===== src/rtl/core/awp_ram.sv =====
// awp_ram: generic single-port write, single-port registered read memory
// no dependencies
`timescale 1ns / 1ps
module awp_ram #(
  parameter int unsigned Width = 8,
  parameter int unsigned Depth = 16
) (
  input  logic                     clk,
  input  logic                     we,
  input  logic [$clog2(Depth)-1:0] waddr,
  input  logic [Width-1:0]         wdata,
  input  logic [$clog2(Depth)-1:0] raddr,
  output logic [Width-1:0]         rdata
);
  logic [Width-1:0] mem [Depth];
  always_ff @(posedge clk) begin
    if (we) mem[waddr] <= wdata;
    rdata <= mem[raddr];
  end
endmodule


===== config.mk =====
export PLATFORM = sky130hd
export DESIGN_NAME = awp_ram
export DESIGN_NICKNAME = d
export VERILOG_FILES = /design/src/rtl/core/awp_ram.sv
export SDC_FILE = /design/constraint.sdc
export NUM_CORES = 1
export LEC_CHECK = 0
export BUFFER_PORTS_ARGS = -buffer_cell sky130_fd_sc_hd__buf_2
export CAP_MARGIN = 40
export CELL_PAD_IN_SITES_DETAIL_PLACEMENT = 1
export CELL_PAD_IN_SITES_GLOBAL_PLACEMENT = 1
export CORE_UTILIZATION = 30
export DETAILED_ROUTE_END_ITERATION = 10
export GPL_TIMING_DRIVEN = 0
export PLACE_DENSITY = 0.57
export SYNTH_ARGS = -nofsm -noshare
export SYNTH_HDL_FRONTEND = slang
export SYNTH_SLANG_ARGS = --single-unit

===== constraint.sdc =====
create_clock -name clk -period 2.1 [get_ports clk]
set_input_delay 0.105 -clock clk [delete_from_list [all_inputs] [get_ports clk]]
set_output_delay 0.105 -clock clk [all_outputs]
set_load 0.01 [all_outputs]

==> impl_metrics.toml, run 1 <==
[cells_and_area]
nets = 294
final_core_util_pct = 36.74
fillerInstances = 1626
areaGrowthSynthToFinish_pct = 18.79
multi_input_area_mm2 = 0.001057
num_antenna_cells = 0
final_area_mm2 = 0.006115
drive_gt1_share_pct = 29.07
regArea_mm2 = 0.004004

[timing]
finClkSkew_ns = 0.002917
tns_ns = 0
period_share_pct = 73.54
setup_viol = 0
max_slew.worst_pin.slew_ns = 0.8516
rsz0062_at_grt = "false"
hold_viol = 0
fin_ws_ns = 0.5558
max_freq_ghz = 0.6476
whs_ns = 0.08906
fin_crit_ns = 1.544
slew_headroom_pct = 43.02
final-max-slew-violation-count = 0

[cts]
cts_buffers = 17
postCtsHoldBufs = 0
cts_tree = "built"
cts_setup_buffers = 0
htree_levels = 4
clk_path_buf_depth = 2
clk_latency_ns = 0.42
clkTransAtPathRegs_ns = 0.06
cts_sinks = 136
cts_resized = 0
cts_root_buf = "clkbuf_16"

[logic_synthesis]
yosysTopAreaCell = "edfxtp_1"
netlist_area_mm2 = 0.005147
synthCells = 229
postSynthAreaPerCell_um2 = 22.48
synth-seq-cells = 136
synth_edf_count = 128
ys_seq_area_share_pct = 77.78
synth_nets = 247
synth_cell_types = 19
yosys_warnings = 0
synthArstFlopShare_pct = 0
synth_area_leaders = "edfxtp_1 (75%), mux4_2 (7.9%), mux4_1 (7.1%), dfxtp_1 (3.1%), a22oi_1 (2.3%)"
synth_common_cells = "edfxtp_1 (128), mux4_2 (18), a22oi_1 (16)"
yosysMostFrequentCell = "edfxtp_1"
synth-main-ff-cell = "edfxtp_1"
yosysTopAreaCellShare_pct = 74.67

[critical_path]
cp_max_fo = 5
crit_type = "primary input to register"
max_stage_delay_ns = 0.64
endpoint_kind = "register"
required_ns = 2.23
crit_chain = "buf_2 -> or3b_2 -> nor3_1 -> buf_4"
start_kind = "primary input"
slowest_stage = "nor3_1"
arrival_ns = 1.67

[floorplan]
std_cell_rows = 47
start_util_pct = 30.93
fp.dieArea_mm2 = 0.01769
die_w_um = 133.0
io_pins = 26
die_h_um = 133.0
core_mm2 = 0.01664

[detailed_routing]
met1_length_um = 4980
dr.pass1.iters = 6
ant_nets = 0
avgRoutedWirePerCell_um = 21.22
wl_met2_um = 4995
routed_wl_um = 10800
dr_wl_met3_um = 647
vias = 2364
maxUsedRoutingLayer = "met4"
drc = 0
drtIter0Drc = 184
viasPerCell = 4.644

[power_and_ir_drop]
power.density_mw_per_mm2 = 998.0
p_leak_nw = 2.036
vdd_ir_drop_max_uv = 594.4

[global_routing]
grt_max_degree = 17
grt_pass1_wl_um = 16020
first_global_vias = 2499
grt_usage_pct = 13.43
grt-ovfl-total = 0
antenna_found_initial = 0

[min_path]
hold_path.class = "primary input to register"

[place]
place.gp.congestion = 0.6455
port_buffers = 24
post-dp-hpwl_um = 6994
place_area_mm2 = 0.005570
post-place-ws_ns = 0.06629

[outcome]
status = "finished, final reports clean"

[flow_run]
maxCapViolations = 0
## state kept, by name, indices dropped and copies added, names as in the netlist
| register | flops |
|---|---|
| rdata | 8 |
| mem | 128 |
## per-layer routing
layer,GRT usage [%],vias up
li1,-,1066
met1,18.10,1224
met2,19.84,60
met3,3.831,14
met4,6.705,0
met5,0,-
## worst max-delay path: cells and delay by family
family | cells | cell delay [ns]
buf+inv | 2 | 0.39
simple gates | 2 | 1.17
## power breakdown
part | total, mW | leakage, nW | internal [mW] | switching [mW]
clock | 2.75 | 0.276 | 1.71 | 1.04
combinational | 0.301 | 0.537 | 0.122 | 0.179
sequential | 3.05 | 1.22 | 3.04 | 0.0134
total | 6.10 | 2.04 | 4.87 | 1.23
## per-stage QoR
stage / power (mW) / instances
after floorplan: 3.267 / 229
after global placement: 3.403 / 473
after detailed placement: 3.415 / 477
after CTS: 6.174 / 509
after global routing: 6.313 / 509
final: 6.103 / 509
## logic make-up (layout without fill, tap and decap cells)
family	after synthesis	in the layout	synth area share, %
compound gates	16	16	2.334
buf+inv	10	70	1.677
simple gates	35	35	3.184
flops	136	136	77.78
mux	32	32	15.02
## cell type report
type	count	area share, %
multi-input cells	83	17.29
plain buffers	10	1.412
repair buffers	28	2.415
clock buffers	19	7.080
flip-flops and latches	136	65.48
clock inverters	13	1.821
well taps	220	4.502
## path summary, 6_finish.rpt
| kind | slack [ns] | from | to | depth (start not counted) |
|---|---|---|---|---|
| worst max-delay path | 0.56 | waddr[2] | mem[0][3] | 4 |
| worst min-delay path | 0.09 | wdata[6] | mem[2][6] | 1 |
| worst max register to register | 0.64 | mem[15][0] | rdata[0] | 3 |
| worst min register to register | 0.68 | mem[8][2] | rdata[2] | 3 |
## cells in the final DEF (no fill, tap or decap), drive strengths merged, types with 2 or more instances in the layout
cell	instances
edfxtp	128
buf	35
mux4	32
clkbuf	19
a22oi	16
nor2	13
clkinv	11
nand2	9
dfxtp	8
nor3	4
clkdlybuf4s25	3
nand3b	2
nand2b	2
bufinv	2
(Power assumes the default switching activity.)
==> inputs of run 2 (changes only) <==
- clock period: 2.1 -> 1.5 ns (I/O delays scaled with it)
==> run 2 against run 1 <==
Critical path depth decreased by 1. Sequential share of layout area down 0.20 points. Utilization up 0.11 points. Worst setup slack lost 0.48 ns. Total power is 38% higher. Clock power rose by 36%. Global-route usage is 0.099 points higher. Critical path type is now register to register. Largest cell class unchanged.
==> impl_metrics.toml, run 2 (synthesized netlist as in run 1, its figures left out) <==
[outcome]
status = "finished, final reports clean"

[detailed_routing]
routed_wl_um = 11060
drc = 0
vias = 2396
viasPerCell = 4.680
drtIter0Drc = 281
ant_nets = 0
dr.pass1.iters = 4
avgRoutedWirePerCell_um = 21.60

[cells_and_area]
nets = 297
areaGrowthSynthToFinish_pct = 19.15
final_cell_mix = "edfxtp_1 (128), buf_2 (28), mux4_2 (18)"
regMostFlops = "mem"
final_area_mm2 = 0.006133
multi_input_area_mm2 = 0.001062
largest_reg_flops = 128
regArea_mm2 = 0.004004
final_common_cell = "edfxtp_1"
drive_gt1_share_pct = 29.45
num_antenna_cells = 0
fillerInstances = 1600
reg_top3 = "mem x128, rdata x8"
final_cells = 512

[critical_path]
cp_max_fo = 1
crit_chain = "mux4_1 -> a22oi_1 -> nand2_1"
rr_startpoint = "mem[5][2]"
reg2reg_setup_slack_ns = 0.07
max_stage_delay_ns = 0.57
endpoint_kind = "register"
start_kind = "register"
arrival_ns = 1.73
reg2regPathDepth = 3
crit_type = "register to register"
required_ns = 1.80
slowest_stage = "mux4_1"
worstReg2RegEnd = "rdata[2]"

[timing]
max_slew.worst_pin.slew_ns = 0.8513
tns_ns = 0
finClkSkew_ns = 0.009651
period_share_pct = 95.27
slew_headroom_pct = 43.03
fin_crit_ns = 1.429
final-max-slew-violation-count = 0
max_freq_ghz = 0.6998
whs_ns = 0.06541
hold_viol = 0
setup_viol = 0
rsz0062_at_grt = "false"

[min_path]
whs_path_depth = 1
holdCritStartpoint = "wdata[3]"
hold_path.class = "primary input to register"
hold_path_end = "mem[13][3]"

[floorplan]
fp.dieArea_mm2 = 0.01769
std_cell_rows = 47
io_pins = 26
core_mm2 = 0.01664
die_w_um = 133.0
die_h_um = 133.0
start_util_pct = 30.93

[place]
place.gp.congestion = 0.6528
port_buffers = 24
post-dp-hpwl_um = 7243
place_area_mm2 = 0.005598
dp.cells = 480

[global_routing]
grt_max_degree = 17
grt-ovfl-total = 0
first_global_vias = 2538
grt_pass1_wl_um = 16370
antenna_found_initial = 0
grt_usage_pct = 13.52

[cts]
cts_buffers = 17
postCtsHoldBufs = 0
clk_latency_ns = 0.42
htree_levels = 4
cts_root_buf = "clkbuf_16"
clk_path_buf_depth = 2
cts_setup_buffers = 0
cts_tree = "built"
cts_sinks = 136
clkTransAtPathRegs_ns = 0.05
cts_resized = 0

[power_and_ir_drop]
power.density_mw_per_mm2 = 1375
p_leak_nw = 2.044
clkPwrFrac_pct = 44.3
swShare_pct = 20.08
pwr-share-comb_pct = 5.1
pwr-share-seq_pct = 50.6
power_switching_mw = 1.694
vdd_ir_drop_max_uv = 853.1
p_int_mw = 6.741

[flow_run]
maxCapViolations = 0
## run 2: cell count changes in the layout (fill, tap and decap cells not counted), moves of 2 or more
cell,delta
clkbuf_1,+4
bufinv_16,-2
clkinv_2,-5
clkbuf_8,+5
clkinv_1,-2
buf_4,+3
## run 2: metrics by stage
| stage | power [mW] | setup WS (ns) | util [%] |
|---|---|---|---|
| after floorplan | 4.574 | 0.1589 | - |
| after global placement | 4.768 | -0.4387 | 33.34 |
| after detailed placement | 4.788 | -0.2974 | 33.64 |
| after CTS | 8.529 | 0.06663 | 36.85 |
| after global routing | 8.680 | 0.005206 | 36.85 |
| final | 8.435 | 0.07102 | 36.85 |
## run 2: worst max-delay path by stage
| stage | from | to |
|---|---|---|
| final | mem[5][2] | rdata[2] |
| after global routing | mem[1][1] | rdata[1] |
| after CTS | mem[5][2] | rdata[2] |
| after detailed placement | waddr[2] | mem[1][7] |
| after global placement | waddr[2] | mem[8][3] |
| after floorplan | waddr[2] | mem[3][0] |
## run 2: worst max-delay path, delay by kind of cell (launching register included)
family / cells / cell delay (ns)
AO/OA/AOI/OAI: 1 / 0.27
multiplexers: 1 / 0.57
AND/OR/NAND/NOR: 1 / 0.11
flip-flops: 1 / 0.36
## run 2: layer usage
layer / track usage (%) / wire length [um] / up-vias
met5: 0 / 0 / -
met4: 5.364 / 118 / 0
met3: 3.870 / 555 / 10
met2: 20.74 / 5341 / 68
met1: 18.11 / 5046 / 1248
li1: - / - / 1070
## run 2: area by class of cell
cell class | instances | share of cell area [%]
clock inverters | 4 | 0.3060
well taps | 220 | 4.488
repair buffers | 31 | 2.774
flip-flops and latches | 136 | 65.28
clock buffers | 28 | 8.425
multi-input cells | 83 | 17.32
plain buffers | 10 | 1.408
## run 2: power groups by stage
stage                     clock network, mW  registers, mW  logic, mW
after floorplan                           0           4.36      0.216
after global placement                    0           4.34      0.426
after detailed placement                  0           4.35      0.440
after CTS                              3.82           4.27      0.441
after global routing                   3.94           4.28      0.466
final                                  3.73           4.27      0.429
